===== src/design/four_axis_step_dir_pulse_generator_macros.svh =====
// Assertion macros shared by the step/direction pulse generator RTL.
`ifndef FOUR_AXIS_STEP_DIR_PULSE_GENERATOR_MACROS_SVH
`define FOUR_AXIS_STEP_DIR_PULSE_GENERATOR_MACROS_SVH

`ifndef SYNTHESIS

// Same-cycle implication, disabled while reset is high.
`define SDPG_ASSERT_IMP(label, clk, rst, ante, cons) \
  label: assert property (@(posedge clk) disable iff (rst) (ante) |-> (cons)) \
    else $error("sdpg assertion failed");

// Next-cycle implication, disabled while reset is high.
`define SDPG_ASSERT_NXT(label, clk, rst, ante, cons) \
  label: assert property (@(posedge clk) disable iff (rst) (ante) |=> (cons)) \
    else $error("sdpg assertion failed");

`else

`define SDPG_ASSERT_IMP(label, clk, rst, ante, cons)
`define SDPG_ASSERT_NXT(label, clk, rst, ante, cons)

`endif

`endif


===== src/design/sdpg_pkg.sv =====
// Package with the constants, state type and control structs of the pulse generator.
package sdpg_pkg;

  localparam int NUM_MOTORS   = 4;
  localparam int NUM_DIV_REGS = 4;
  localparam int MOTOR_IDX_W  = (NUM_MOTORS > 1) ? $clog2(NUM_MOTORS) : 1;
  localparam int CFG_IDX_W    = $clog2(NUM_DIV_REGS);
  localparam int DIV_W        = 16;
  localparam int POS_W        = 32;
  localparam int CNT_W        = 32;
  localparam int STEPS_W      = 31;
  localparam int ID_W         = 2;
  localparam int PIN_W        = 4;
  localparam int LEVEL_W      = (NUM_MOTORS > PIN_W) ? NUM_MOTORS : PIN_W;

  typedef enum logic [2:0] {
    ST_IDLE,
    ST_DISPATCH,
    ST_CHECK,
    ST_DIV_WAIT,
    ST_STEP,
    ST_FINISH
  } sdpg_state_t;

  typedef struct packed {
    logic                   load_input;
    logic                   do_move;
    logic                   tick_inc;
    logic                   div_start;
    logic                   apply_step;
    logic                   load_output;
    logic [MOTOR_IDX_W-1:0] motor;
  } sdpg_cmd_t;

  typedef struct packed {
    logic op_move;
    logic motor_enabled;
    logic div_busy;
    logic div_done;
    logic out_free;
  } sdpg_status_t;

endpackage


===== src/design/four_axis_step_dir_pulse_generator.sv =====
// Top level of the four-channel step/direction pulse generator.
// Usage: the input channel (in_valid, in_stall) carries one word per timer tick
// (operation 0) or per move command (operation 1, with motor_id and steps). A
// move clears that motor's position and sets its target to twice steps. A tick
// advances the 32-bit tick counter and steps each enabled motor whose divider
// divides the counter, toward its target. Every word yields one result word on
// the output channel (out_valid, out_stall): step_pins, dir_pins, moving_mask.
// Dividers are written through cfg_write, cfg_index and cfg_data while idle.
// The block works on one word at a time. A move goes from the dispatch state
// to the finish state, where its result is loaded once the output is free. A
// tick visits the motors in turn and, for each one with a nonzero divider,
// runs the single shared divider, which resolves one quotient bit per cycle
// and sets how long a tick takes. The next word can be accepted in the cycle
// after the result is loaded.
// The block takes the next word while a finished result still waits on a stall;
// it holds in_stall only while it works on a word or cannot yet hand off its
// result. A stalled result word holds its value until taken.
// Reset (rst, synchronous) clears counter, positions, targets, step levels and
// dividers, sets all direction levels to reverse and empties the output.
`include "four_axis_step_dir_pulse_generator_macros.svh"

module four_axis_step_dir_pulse_generator
  import sdpg_pkg::*;
(
  input  logic                      clk,
  input  logic                      rst,
  input  logic                      in_valid,
  output logic                      in_stall,
  input  logic                      operation,
  input  logic [ID_W-1:0]           motor_id,
  input  logic signed [STEPS_W-1:0] steps,
  output logic                      out_valid,
  input  logic                      out_stall,
  output logic [PIN_W-1:0]          step_pins,
  output logic [PIN_W-1:0]          dir_pins,
  output logic [PIN_W-1:0]          moving_mask,
  input  logic                      cfg_write,
  input  logic [CFG_IDX_W-1:0]      cfg_index,
  input  logic [DIV_W-1:0]          cfg_data
);

  sdpg_cmd_t    cmd;
  sdpg_status_t status;

  // The controller owns sequencing and the motor counter; all other state lives
  // in the datapath.
  sdpg_ctrl u_ctrl (
    .clk      (clk),
    .rst      (rst),
    .in_valid (in_valid),
    .in_stall (in_stall),
    .status   (status),
    .cmd      (cmd)
  );

  sdpg_datapath u_dp (
    .clk         (clk),
    .rst         (rst),
    .cmd         (cmd),
    .status      (status),
    .operation   (operation),
    .motor_id    (motor_id),
    .steps       (steps),
    .cfg_write   (cfg_write),
    .cfg_index   (cfg_index),
    .cfg_data    (cfg_data),
    .out_valid   (out_valid),
    .out_stall   (out_stall),
    .step_pins   (step_pins),
    .dir_pins    (dir_pins),
    .moving_mask (moving_mask)
  );

  // An accepted word keeps the input stalled while it is worked on.
  `SDPG_ASSERT_NXT(a_busy_after_accept, clk, rst, in_valid && !in_stall, in_stall)
  // A result is never loaded over one that is still stalled.
  `SDPG_ASSERT_IMP(a_no_overwrite, clk, rst, cmd.load_output, !out_valid || !out_stall)
  // The shared divider is only started when it is free.
  `SDPG_ASSERT_IMP(a_div_free, clk, rst, cmd.div_start, !status.div_busy)
  // A motor update uses a quotient and remainder that have just finished.
  `SDPG_ASSERT_IMP(a_step_after_div, clk, rst, cmd.apply_step, $past(status.div_done))

endmodule


===== src/design/sdpg_div.sv =====
// Iterative restoring divider: tick count by a 16-bit divider, one quotient bit a cycle.
module sdpg_div
  import sdpg_pkg::*;
(
  input  logic             clk,
  input  logic             rst,
  input  logic             start,
  input  logic [CNT_W-1:0] dividend,
  input  logic [DIV_W-1:0] divisor,
  output logic             busy,
  output logic             done,
  output logic             quo_lsb,
  output logic             rem_zero
);

  localparam int ITER_W = $clog2(CNT_W);
  localparam logic [ITER_W-1:0] ITER_LAST = ITER_W'(CNT_W - 1);

  logic [DIV_W-1:0]  rem;
  logic [CNT_W-1:0]  quo;
  logic [DIV_W-1:0]  dvs;
  logic [ITER_W-1:0] count;
  logic [DIV_W:0]    shifted;
  logic [DIV_W:0]    diff;
  logic              fits;

  // The remainder stays below the divisor, so the shifted value is below twice
  // the divisor and the top bit of the difference is a clean borrow flag.
  assign shifted = {rem, quo[CNT_W-1]};
  assign diff    = shifted - {1'b0, dvs};
  assign fits    = ~diff[DIV_W];

  always_ff @(posedge clk) begin
    if (rst) begin
      busy  <= 1'b0;
      done  <= 1'b0;
      count <= '0;
    end else begin
      done <= busy && (count == ITER_LAST);
      if (start) begin
        busy  <= 1'b1;
        count <= '0;
      end else if (busy) begin
        count <= count + 1'b1;
        if (count == ITER_LAST) begin
          busy <= 1'b0;
        end
      end
    end
  end

  always_ff @(posedge clk) begin
    if (start) begin
      rem <= '0;
      quo <= dividend;
      dvs <= divisor;
    end else if (busy) begin
      rem <= fits ? diff[DIV_W-1:0] : shifted[DIV_W-1:0];
      quo <= {quo[CNT_W-2:0], fits};
    end
  end

  assign quo_lsb  = quo[0];
  assign rem_zero = (rem == '0);

endmodule


===== src/design/sdpg_datapath.sv =====
// Datapath: motor state, divider registers, shared divider and output register.
module sdpg_datapath
  import sdpg_pkg::*;
(
  input  logic                      clk,
  input  logic                      rst,
  input  sdpg_cmd_t                 cmd,
  output sdpg_status_t              status,
  input  logic                      operation,
  input  logic [ID_W-1:0]           motor_id,
  input  logic signed [STEPS_W-1:0] steps,
  input  logic                      cfg_write,
  input  logic [CFG_IDX_W-1:0]      cfg_index,
  input  logic [DIV_W-1:0]          cfg_data,
  output logic                      out_valid,
  input  logic                      out_stall,
  output logic [PIN_W-1:0]          step_pins,
  output logic [PIN_W-1:0]          dir_pins,
  output logic [PIN_W-1:0]          moving_mask
);

  localparam logic [LEVEL_W-1:0] DIR_RESET = LEVEL_W'((64'd1 << NUM_MOTORS) - 64'd1);

  logic                      op_q;
  logic [ID_W-1:0]           id_q;
  logic signed [STEPS_W-1:0] steps_q;

  logic [CNT_W-1:0]         tick_count;
  logic signed [POS_W-1:0]  position [NUM_MOTORS];
  logic signed [POS_W-1:0]  target_position [NUM_MOTORS];
  logic [LEVEL_W-1:0]       step_level;
  logic [LEVEL_W-1:0]       dir_level;
  logic [DIV_W-1:0]         div_reg [NUM_DIV_REGS];

  logic [DIV_W-1:0]         cur_div;
  logic signed [POS_W-1:0]  cur_pos;
  logic signed [POS_W-1:0]  cur_tgt;
  logic                     below;
  logic                     above;
  logic                     div_busy;
  logic                     div_done;
  logic                     quo_lsb;
  logic                     rem_zero;
  logic [LEVEL_W-1:0]       moving;
  logic                     move_ok;

  always_comb begin
    cur_div = '0;
    if (32'(cmd.motor) < NUM_DIV_REGS) begin
      cur_div = div_reg[CFG_IDX_W'(cmd.motor)];
    end
  end

  assign cur_pos = position[cmd.motor];
  assign cur_tgt = target_position[cmd.motor];
  assign below   = cur_pos < cur_tgt;
  assign above   = cur_pos > cur_tgt;
  assign move_ok = 32'(id_q) < NUM_MOTORS;

  sdpg_div u_div (
    .clk      (clk),
    .rst      (rst),
    .start    (cmd.div_start),
    .dividend (tick_count),
    .divisor  (cur_div),
    .busy     (div_busy),
    .done     (div_done),
    .quo_lsb  (quo_lsb),
    .rem_zero (rem_zero)
  );

  always_ff @(posedge clk) begin
    if (cmd.load_input) begin
      op_q    <= operation;
      id_q    <= motor_id;
      steps_q <= steps;
    end
  end

  always_ff @(posedge clk) begin
    if (rst) begin
      tick_count <= '0;
      step_level <= '0;
      dir_level  <= DIR_RESET;
      for (int m = 0; m < NUM_MOTORS; m++) begin
        position[m]        <= '0;
        target_position[m] <= '0;
      end
      for (int r = 0; r < NUM_DIV_REGS; r++) begin
        div_reg[r] <= '0;
      end
    end else begin
      if (cfg_write && (32'(cfg_index) < NUM_MOTORS)) begin
        div_reg[cfg_index] <= cfg_data;
      end
      if (cmd.tick_inc) begin
        tick_count <= tick_count + 1'b1;
      end
      if (cmd.do_move && move_ok) begin
        // Each full step is two half-periods of the step pin.
        position[MOTOR_IDX_W'(id_q)]        <= '0;
        target_position[MOTOR_IDX_W'(id_q)] <= {steps_q, 1'b0};
      end
      if (cmd.apply_step && rem_zero && (below || above)) begin
        dir_level[cmd.motor]  <= above;
        step_level[cmd.motor] <= quo_lsb;
        position[cmd.motor]   <= below ? cur_pos + POS_W'(1) : cur_pos - POS_W'(1);
      end
    end
  end

  always_comb begin
    moving = '0;
    for (int m = 0; m < NUM_MOTORS; m++) begin
      moving[m] = position[m] != target_position[m];
    end
  end

  always_ff @(posedge clk) begin
    if (rst) begin
      out_valid <= 1'b0;
    end else if (cmd.load_output) begin
      out_valid <= 1'b1;
    end else if (!out_stall) begin
      out_valid <= 1'b0;
    end
  end

  always_ff @(posedge clk) begin
    if (cmd.load_output) begin
      step_pins   <= step_level[PIN_W-1:0];
      dir_pins    <= dir_level[PIN_W-1:0];
      moving_mask <= moving[PIN_W-1:0];
    end
  end

  assign status.op_move       = op_q;
  assign status.motor_enabled = cur_div != '0;
  assign status.div_busy      = div_busy;
  assign status.div_done      = div_done;
  assign status.out_free      = !out_valid || !out_stall;

endmodule


===== src/design/sdpg_ctrl.sv =====
// Controller: sequences one word through the motors and the shared divider.
module sdpg_ctrl
  import sdpg_pkg::*;
(
  input  logic         clk,
  input  logic         rst,
  input  logic         in_valid,
  output logic         in_stall,
  input  sdpg_status_t status,
  output sdpg_cmd_t    cmd
);

  localparam logic [MOTOR_IDX_W-1:0] MOTOR_LAST = MOTOR_IDX_W'(NUM_MOTORS - 1);

  sdpg_state_t            state;
  sdpg_state_t            state_next;
  logic [MOTOR_IDX_W-1:0] motor;
  logic [MOTOR_IDX_W-1:0] motor_next;

  always_ff @(posedge clk) begin
    if (rst) begin
      state <= ST_IDLE;
      motor <= '0;
    end else begin
      state <= state_next;
      motor <= motor_next;
    end
  end

  always_comb begin
    state_next = state;
    motor_next = motor;
    cmd        = '0;
    cmd.motor  = motor;
    in_stall   = state != ST_IDLE;
    unique case (state)
      ST_IDLE: begin
        if (in_valid) begin
          cmd.load_input = 1'b1;
          state_next     = ST_DISPATCH;
        end
      end
      ST_DISPATCH: begin
        motor_next = '0;
        if (status.op_move) begin
          cmd.do_move = 1'b1;
          state_next  = ST_FINISH;
        end else begin
          cmd.tick_inc = 1'b1;
          state_next   = ST_CHECK;
        end
      end
      ST_CHECK: begin
        if (status.motor_enabled) begin
          cmd.div_start = 1'b1;
          state_next    = ST_DIV_WAIT;
        end else if (motor == MOTOR_LAST) begin
          state_next = ST_FINISH;
        end else begin
          motor_next = motor + 1'b1;
        end
      end
      ST_DIV_WAIT: begin
        if (status.div_done) begin
          state_next = ST_STEP;
        end
      end
      ST_STEP: begin
        cmd.apply_step = 1'b1;
        if (motor == MOTOR_LAST) begin
          state_next = ST_FINISH;
        end else begin
          motor_next = motor + 1'b1;
          state_next = ST_CHECK;
        end
      end
      ST_FINISH: begin
        if (status.out_free) begin
          cmd.load_output = 1'b1;
          state_next      = ST_IDLE;
        end
      end
      default: begin
        state_next = ST_IDLE;
      end
    endcase
  end

endmodule


===== config.mk =====
export PLATFORM = sky130hd
export DESIGN_NAME = four_axis_step_dir_pulse_generator
export DESIGN_NICKNAME = d
export VERILOG_FILES = /design/src/design/sdpg_pkg.sv /design/src/design/four_axis_step_dir_pulse_generator.sv /design/src/design/sdpg_div.sv /design/src/design/sdpg_datapath.sv /design/src/design/sdpg_ctrl.sv
export VERILOG_INCLUDE_DIRS = /design/src /design/src/design
export SDC_FILE = /design/constraint.sdc
export NUM_CORES = 1
export LEC_CHECK = 0
export ABC_AREA = 1
export CAP_MARGIN = 25
export CORE_ASPECT_RATIO = 2
export CORE_MARGIN = 5
export CORE_UTILIZATION = 55
export DETAILED_ROUTE_END_ITERATION = 12
export DONT_BUFFER_PORTS = 1
export PLACE_DENSITY = 0.69
export SETUP_SLACK_MARGIN = 0.4
export SYNTH_ARGS = -nofsm -noshare
export SYNTH_HDL_FRONTEND = slang
export SYNTH_SLANG_ARGS = --single-unit

===== constraint.sdc =====
create_clock -name clk -period 13.65 [get_ports clk]
set_input_delay 0 -clock clk [delete_from_list [all_inputs] [get_ports clk]]
set_output_delay 0 -clock clk [all_outputs]
set_load 0.02 [all_outputs]

== Word level (Yosys, flattened, before mapping) ==
Memory sizes are Yosys's and may differ from the RTL's. A register that Yosys moved wholly into a read port is not among the register bits.
Index checks and enable logic that the tools add are counted.
Word-level totals
  register bits: 163
  memory bits (writable): 316
  bits of input ports: 57
  output and inout port bits: 14
  logic and storage cells: 133
  memories: 3
Cells by class
  add/subtract/negate cells: 6
  magnitude comparators: 4
  equal/unequal tests: 17
  multiplexer cells: 63
  bitwise operators: 1
  reduce and logical (&&, ||, !) cells: 21
Memories
  u_dp.position: depth 4, bits a word 32, rd ports 5, clocked after Yosys merged registers in 1, write ports 4, RTL line sdpg_datapath.sv:29  | logic signed [POS_W-1:0] position [NUM_MOTORS];
  u_dp.target_position: depth 4, bits a word 31, rd ports 5, clocked after Yosys merged registers in 1, write ports 4, RTL line sdpg_datapath.sv:30  | logic signed [POS_W-1:0] target_position [NUM_MOTORS];
  u_dp.div_reg: depth 4, bits a word 16, rd ports 1, clocked after Yosys merged registers in 1, write ports 4, RTL line sdpg_datapath.sv:33  | logic [DIV_W-1:0] div_reg [NUM_DIV_REGS];
Operators with widths (count)
  $mux 32: 5
  $ne 32x32->1: 4
  $reduce_or 32->1: 2
  $add 32x1->32 const B: 1
  $add 32x2->32 const B: 1
  $gt 32x32->1: 1
  $lt 32x32->1: 1
  $mux 16: 2
  $sub 32x2->32 const B: 1
  $mux 31: 1
  $reduce_or 31->1: 1
  $mux 1: 30
  $mux 2: 13
  $mux 3: 7
  $pmux 3 s6: 1
  $sub 17x16->17: 1
  $logic_not 16->1: 1
  $reduce_bool 16->1: 1
  $reduce_or 16->1: 1
  $bwmux 4: 2
  $eq 3x2->1 const B: 2
  $eq 3x3->1 const B: 2
  $ne 2x2->1 const B: 3
  $pmux 2 s3: 1
  other kinds (20): 27

== Longest topological paths before layout ==
Gate-level depths: netlist (run 1).
  depth after elaboration: 9
  gate-level depth with buffers: 35

== Hierarchy ==
A second synthesis (run 1) with hierarchy kept.
Unflattened totals
  cells, all modules: 2845
  area total of the unflattened synthesis: 25454.4 um^2
By module, submodules not included
  sdpg_datapath: instances 1, cells each 2226, area an instance 20981.4 um^2, seq. area each 11691.2 um^2
  sdpg_div: instances 1, cells each 544, area an instance 4042.6 um^2, seq. area each 1901.8 um^2
  sdpg_ctrl: instances 1, cells each 75, area an instance 430.4 um^2, seq. area each 100.1 um^2

== Least setup slack after synthesis (run 1) ==
Ideal clock, no wire load.
  path type: reg-to-reg
  start: register (tool-made name)
  end: memory u_dp.position[3][0], enable pin
  setup time: 480 ps
  arrival time: 5868 ps
  required time: 13170 ps
  path slack: 7302 ps
  cell stages (with the launch flop): 23
  path through: dfxtp_1 > buf_2 > inv_2 > buf_4 > buf_2 > buf_1 > buf_1 > a21oi_1 > a32o_1 > ha_1 > a21o_1 > nor2_1 > nand2_1 > a21oi_2 > nand2_2 > nand2_2 > nand2_4 > or2_1 > nand2_1 > nor2_1 > a21oi_1 > inv_1 > a311oi_1
RTL lines (RTL line)
  to (decl): sdpg_datapath.sv:29

==> reports/results.txt, run 1 <==
Post-Syn Nets - 2,951
Die ar. - 0.0513 mm²
cell taking the most area after synthesis - edfxtp_1
Final ANT Viol Nets - 0
clk sink count - 481
setup repair bufs after CTS - 0
root buf cell - clkbuf_16
hpwl dp - 50.2 mm
core footprint - 0.0464 mm²
Iter 0 DRT Violations - 1,547
Worst R2R Path Depth - 22
count leader, synth - nand2_1
worst slew pin tran - 1.06 ns
Vias/cell - 5.58
gpl congestion - 0.979
fin crit period - 6.60 ns
hold path cells - 3
clock buffer depth - 3
final clock skew - 0.0258 ns
CP endpoint kind - flop
Initial Util - 55.2%
CTS tree - built
drt total wl - 71.0 mm
Synth async-reset ratio - 0%
Pwr Density - 192 mW/mm²
Post-DP Area - 0.0261 mm²
largest net degree at the start of global routing - 108
Slew Limit Fails - 0
Clk pwr share - 23.4%
share of cells above drive strength 1 - 7.34%
Critical Path Fanout Max - 52
drt wl/cell - 20.1 µm
top cell type's share of synthesized area - 48.0%
peak supply drop - 126 µV
Die H - 315 µm
Seq pwr share - 36.9%
Max-Slew Margin vs Limit - 28.9%
status - completed
Max Cap Viol - 0
synthesized area - 0.0256 mm²
Mapped Cells - 2,841
post-route worst setup slack - 7.05 ns
setup tns final - 0 ns
std cell rows - 112
Num CTS Buffers - 44
Hold Crit Start - cfg_write
P_sw - 2190 µW
RSZ-0062 raised after global routing - no
I/O Pins - 71
synthesis-to-finish area growth - 10.3%
top cells by count, synth - nand2_1, nor2_1, edfxtp_1, inv_1, a21oi_1
Vias - 19.7k
reg2reg setup slack - 7.05 ns
clk slew on worst S/H paths - 0.07 ns
sw frac - 40.3%
Die X - 163 µm
Netlist cell types - 64
Hold Crit Class - primary input to flop
Worst Path Arrival - 6.83 ns
TritonRoute pass-1 iters - 6
Worst R2R End - u_dp.position[0][8]
max reg flops - 128
top_reg_cell synth - edfxtp_1
Final Hold Viols - 0
Warnings, synthesis - 0
Post-synth EDFFs - 410
CP required - 13.88 ns
DRC - 0
Final period util - 48.3%
vias in the first global route - 19.0k
Seq/Total Area, Yosys - 53.6%
Finish-stage setup viols - 0
CP Launch Type - flop
Yosys reg bits - 481
initial antenna violation count - 2
Total Routing Usage GR - 27.3%
synthesized area per cell - 9.02 µm²
pre-CTS setup slack - 6.63 ns
clock insertion delay at the later pin of the skew report - 0.56 ns
Setup CP Type - flop to flop
final core utilization - 61.0%
Nets - 2,976
global-route wire length before repair - 108 mm
design area - 0.0283 mm²
Lkg Pwr - 0.0115 µW
Int Pwr - 3240 µW
Overflow after GRT - 0
# H-tree levels - 2
combinational power share - 39.7%
fmax - 152 MHz
hold path endpoint - u_dp.div_reg[3][4]
Synth area leaders - edfxtp_1, nand2_1, nor2_1
count of input and output buffers - 0
[power by group through the flow]
| stage | Sequential, µW | Clock, µW | Combinational (µW) |
|---|---|---|---|
| 6_report | 2000 | 1270 | 2150 |
| 5_1_grt | 2020 | 1350 | 2390 |
| 4_1_cts | 2020 | 1290 | 2110 |
| 3_5_place_dp | 2050 | 0 | 2080 |
| 3_3_place_gp | 2050 | 0 | 2060 |
| 2_1_floorplan | 1980 | 0 | 1640 |
[metal layers]
metal  vias to the layer above  global-route usage, %  part of all wire [%]
met5                         -                      0                     0
met4                         0                   15.1                   6.7
met3                       170                   2.85                   4.5
met2                       645                   47.5                    49
met1                      9317                   33.1                    40
li1                       9566                      -                     -
[final cells by class]
type | instances | area (µm²)
inverters | 364 | 1370
fillers | 4000 | 18100
multi-input cells | 1886 | 10000
flip-flops and latches | 481 | 13700
well taps | 627 | 785
clock buffers | 60 | 1220
clock inverters | 20 | 240
diodes | 2 | 5.00
repair buffers | 89 | 883
[worst max path at each step]
stage,start,endpoint,slack [ns],cells past startpoint
3_5_place_dp,flop,u_dp.position[0][8],6.63,21
3_3_place_gp,flop,u_dp.position[0][8],6.84,21
6_report,flop,u_dp.position[0][8],7.05,22
2_1_floorplan,flop,u_dp.position[3][0],7.30,22
5_1_grt,flop,u_dp.position[0][8],6.63,22
4_1_cts,flop,u_dp.position[0][12],6.63,21
[critical path: stages, from the launching register on]
cell      delay, ns
dfxtp_2        0.32
clkinv_2       0.26
buf_4          0.56
buf_4          0.51
o21ai_0        0.16
o22ai_1        0.30
ha_1           0.39
nand2_1        0.14
nor2_2         0.17
nand4_2        0.13
nor3_2         0.29
nand2_1        0.16
nand2_2        0.10
nand2_2        0.07
nand2_4        0.39
or2_1          0.17
nand2_1        0.14
nor2_2         0.59
a21oi_1        0.19
inv_1          0.18
nand2_1        0.09
nand2_1        0.51
buf_4          0.40
[placed cells by master, fill, tap and decap left out, drive strengths merged, types with 21 or more instances in the layout]
cell / instances
inv: 361
nand4: 36
or2: 23
o41ai: 23
o22ai: 21
a32o: 24
dfxtp: 71
ha: 52
edfxtp: 410
nand2: 551
nand3: 105
xor2: 86
buf: 33
dlygate4sd3: 56
o21ai: 148
o211ai: 23
clkbuf: 60
a21oi: 145
xnor2: 39
nor4: 31
nor3: 54
nor2: 467
[stage by stage]
| step | power (µW) | cells | hold slack (ns) |
|---|---|---|---|
| 6_report | 5420 | 3529 | 0.0339 |
| 5_1_grt | 5760 | 3529 | 0.0399 |
| 4_1_cts | 5420 | 3522 | 0.0120 |
| 3_5_place_dp | 4130 | 3385 | 0.0936 |
| 3_3_place_gp | 4110 | 3385 | 0.0909 |
| 2_1_floorplan | 3610 | 2841 | 0.0989 |
[cell families after synthesis]
kind of cell    count (synthesis)  share of synthesized area [%]
simple gates                 1291                           21.8
flops                         481                           53.6
buf+inv                       474                           7.43
compound gates                417                           10.1
xor+xnor                      125                           4.45
fa+ha+maj                      53                           2.62
[what timing repair did]
action	4_1_cts	5_1_grt
endpoints found under the hold margin	217	0
gates resized for setup	0	0
hold buffers	57	0
endpoints found under the setup margin	0	0
Power figures use the tool's default switching activity.
==> run 2, diff against run 1 <==
==> constraint.sdc (replaced) <==
create_clock -name clk -period 6.82 [get_ports clk]
set_input_delay 0 -clock clk [delete_from_list [all_inputs] [get_ports clk]]
set_output_delay 0 -clock clk [all_outputs]
set_load 0.02 [all_outputs]
==> reports/results.txt, run 2 (same netlist as run 1, synthesis figures left out) <==
status - completed (unchanged)
Final Hold Viols - 0 (unchanged)
Initial Util - 55.2% (unchanged)
RSZ-0062 raised after global routing - no (unchanged)
# H-tree levels - 2 (unchanged)
CP required - 7.11 ns (was 13.88 ns)
commonest non-fill, non-tap cell in the layout - nand2_1 (unchanged)
Iter 0 DRT Violations - 1,876 (was 1,547)
fin crit period - 5.59 ns (was 6.60 ns)
clock buffer depth - 3 (unchanged)
drt wl/cell - 20.2 µm (was 20.1 µm)
CTS tree - built (unchanged)
P_sw - 4420 µW (was 2190 µW)
synthesis-to-finish area growth - 10.4% (was 10.3%)
initial antenna violation count - 1 (was 2)
clock insertion delay at the later pin of the skew report - 0.57 ns (was 0.56 ns)
Inst Count DP - 3,399 (was 3,385)
pre-CTS setup slack - 1.35 ns (was 6.63 ns)
root buf cell - clkbuf_16 (unchanged)
setup tns final - 0 ns (unchanged)
Hold Crit Class - primary input to flop (unchanged)
gpl congestion - 1.00 (was 0.979)
most frequent cells in the layout - nand2_1, nor2_1, edfxtp_1 (unchanged)
Die H - 315 µm (unchanged)
Clk pwr share - 22.5% (was 23.4%)
Int Pwr - 6410 µW (was 3240 µW)
hpwl dp - 49.8 mm (was 50.2 mm)
combinational power share - 40.4% (was 39.7%)
share of cells above drive strength 1 - 7.35% (was 7.34%)
drt total wl - 71.5 mm (was 71.0 mm)
TritonRoute pass-1 iters - 5 (was 6)
post-route worst setup slack - 1.23 ns (was 7.05 ns)
worst slew pin tran - 0.924 ns (was 1.06 ns)
fmax - 179 MHz (was 152 MHz)
Finish-stage setup viols - 0 (unchanged)
std cell rows - 112 (unchanged)
Worst Path Arrival - 5.88 ns (was 6.83 ns)
count of input and output buffers - 0 (unchanged)
Critical Path Fanout Max - 52 (unchanged)
post-route non-filler standard cell count - 3,539 (was 3,529)
DRC - 0 (unchanged)
I/O Pins - 71 (unchanged)
PostCTS Resize Cnt - 0 (unchanged)
Lkg Pwr - 0.0115 µW (about the same)
clk slew on worst S/H paths - 0.07 ns (about the same)
Num CTS Buffers - 43 (was 44)
Die ar. - 0.0513 mm² (unchanged)
global-route wire length before repair - 110 mm (was 108 mm)
Max-Slew Margin vs Limit - 38.2% (was 28.9%)
Pwr Density - 383 mW/mm² (was 192 mW/mm²)
final clock skew - 0.0222 ns (was 0.0258 ns)
clk sink count - 481 (unchanged)
core footprint - 0.0464 mm² (unchanged)
Vias/cell - 5.64 (was 5.58)
max reg flops - 128 (unchanged)
Final period util - 82.0% (was 48.3%)
vias in the first global route - 19.2k (was 19.0k)
peak supply drop - 281 µV (was 126 µV)
sw frac - 40.8% (was 40.3%)
Vias - 20.0k (was 19.7k)
Overflow after GRT - 0 (unchanged)
Max Cap Viol - 0 (unchanged)
Setup CP Type - flop to flop (unchanged)
Total Routing Usage GR - 27.9% (was 27.3%)
largest net degree at the start of global routing - 63 (was 108)
CP Launch Type - flop (unchanged)
Nets - 2,988 (was 2,976)
Slew Limit Fails - 0 (unchanged)
CP endpoint kind - flop (unchanged)
Seq pwr share - 37.2% (was 36.9%)
Final ANT Viol Nets - 0 (unchanged)
Die X - 163 µm (unchanged)
## run 2: stage by stage
step	area (µm²)	hold WS (ns)	util, %	power [µW]
floorplan	25600	0.0989	-	7230
global placement	26300	0.0814	56.6	8310
CTS	28200	0.000634	60.9	10800
detailed placement	26300	0.0841	56.6	8350
global route	28300	0.0457	61.0	11500
finish	28300	0.0311	61.0	10800
## run 2: layer usage
metal  wire length [µm]  up-vias  global-route usage (%)  part of all wire (%)
li1                   -     9596                       -                     -
met3               4310      164                    3.11                   6.0
met5                  0        -                       0                     0
met2              35000      756                    47.1                    49
met1              28200     9445                    35.6                    40
met4               3950        0                    14.4                   5.5
## run 2: what timing repair did
item                       4_1_cts  5_1_grt
setup endpoints to repair        0        0
hold endpoints to repair       199        5
hold buffers                    58        1
setup buffers                    0        0
## run 2: power groups by stage
stage / registers (µW) / clock network (µW) / logic (µW)
floorplan: 3950 / 0 / 3280
global placement: 4080 / 0 / 4230
detailed placement: 4080 / 0 / 4260
CTS: 4030 / 2480 / 4310
global route: 4060 / 2600 / 4860
finish: 4030 / 2430 / 4370
## run 2: cell type report
cell class	instances	area, µm²
fillers	3893	18100
repair buffers	102	993
flip-flops and latches	481	13700
multi-input cells	1886	10000
inverters	364	1370
clock buffers	53	1120
clock inverters	25	245
well taps	627	785
diodes	1	2.50
## run 2: critical path: stages (launching register included)
cell and delay, ns:
dfxtp_4 0.67, buf_4 0.48, buf_4 0.51, o21ai_0 0.17
nand2_1 0.28, ha_1 0.31, nand2_1 0.06, inv_1 0.04
nand2_1 0.05, nand2_1 0.11, a21oi_1 0.15, nand2_1 0.07
nand2_1 0.11, nand2_2 0.07, nand2_1 0.12, nand2_4 0.35
nand2_1 0.28, nand2_1 0.14, o21bai_1 0.26, nand2_1 0.08
nand2_1 0.20, nand2_1 0.11, nand2_1 0.21, nand2_1 0.12
nand2_1 0.08, nand2_1 0.06, nand3_2 0.11, nor2_1 0.06
## run 2: final timing paths
| check | startpoint | to | slack (ns) | cells after the start |
|---|---|---|---|---|
| setup reg to reg | flop | u_dp.position[0][23] | 1.23 | 27 |
| hold / removal | cfg_index[0] | u_dp.div_reg[2][4] | 0.03 | 3 |
| setup / recovery | flop | u_dp.position[0][23] | 1.23 | 27 |
| hold reg to reg | u_dp.dir_level[3] | u_dp.dir_pins[3] | 0.44 | 0 |
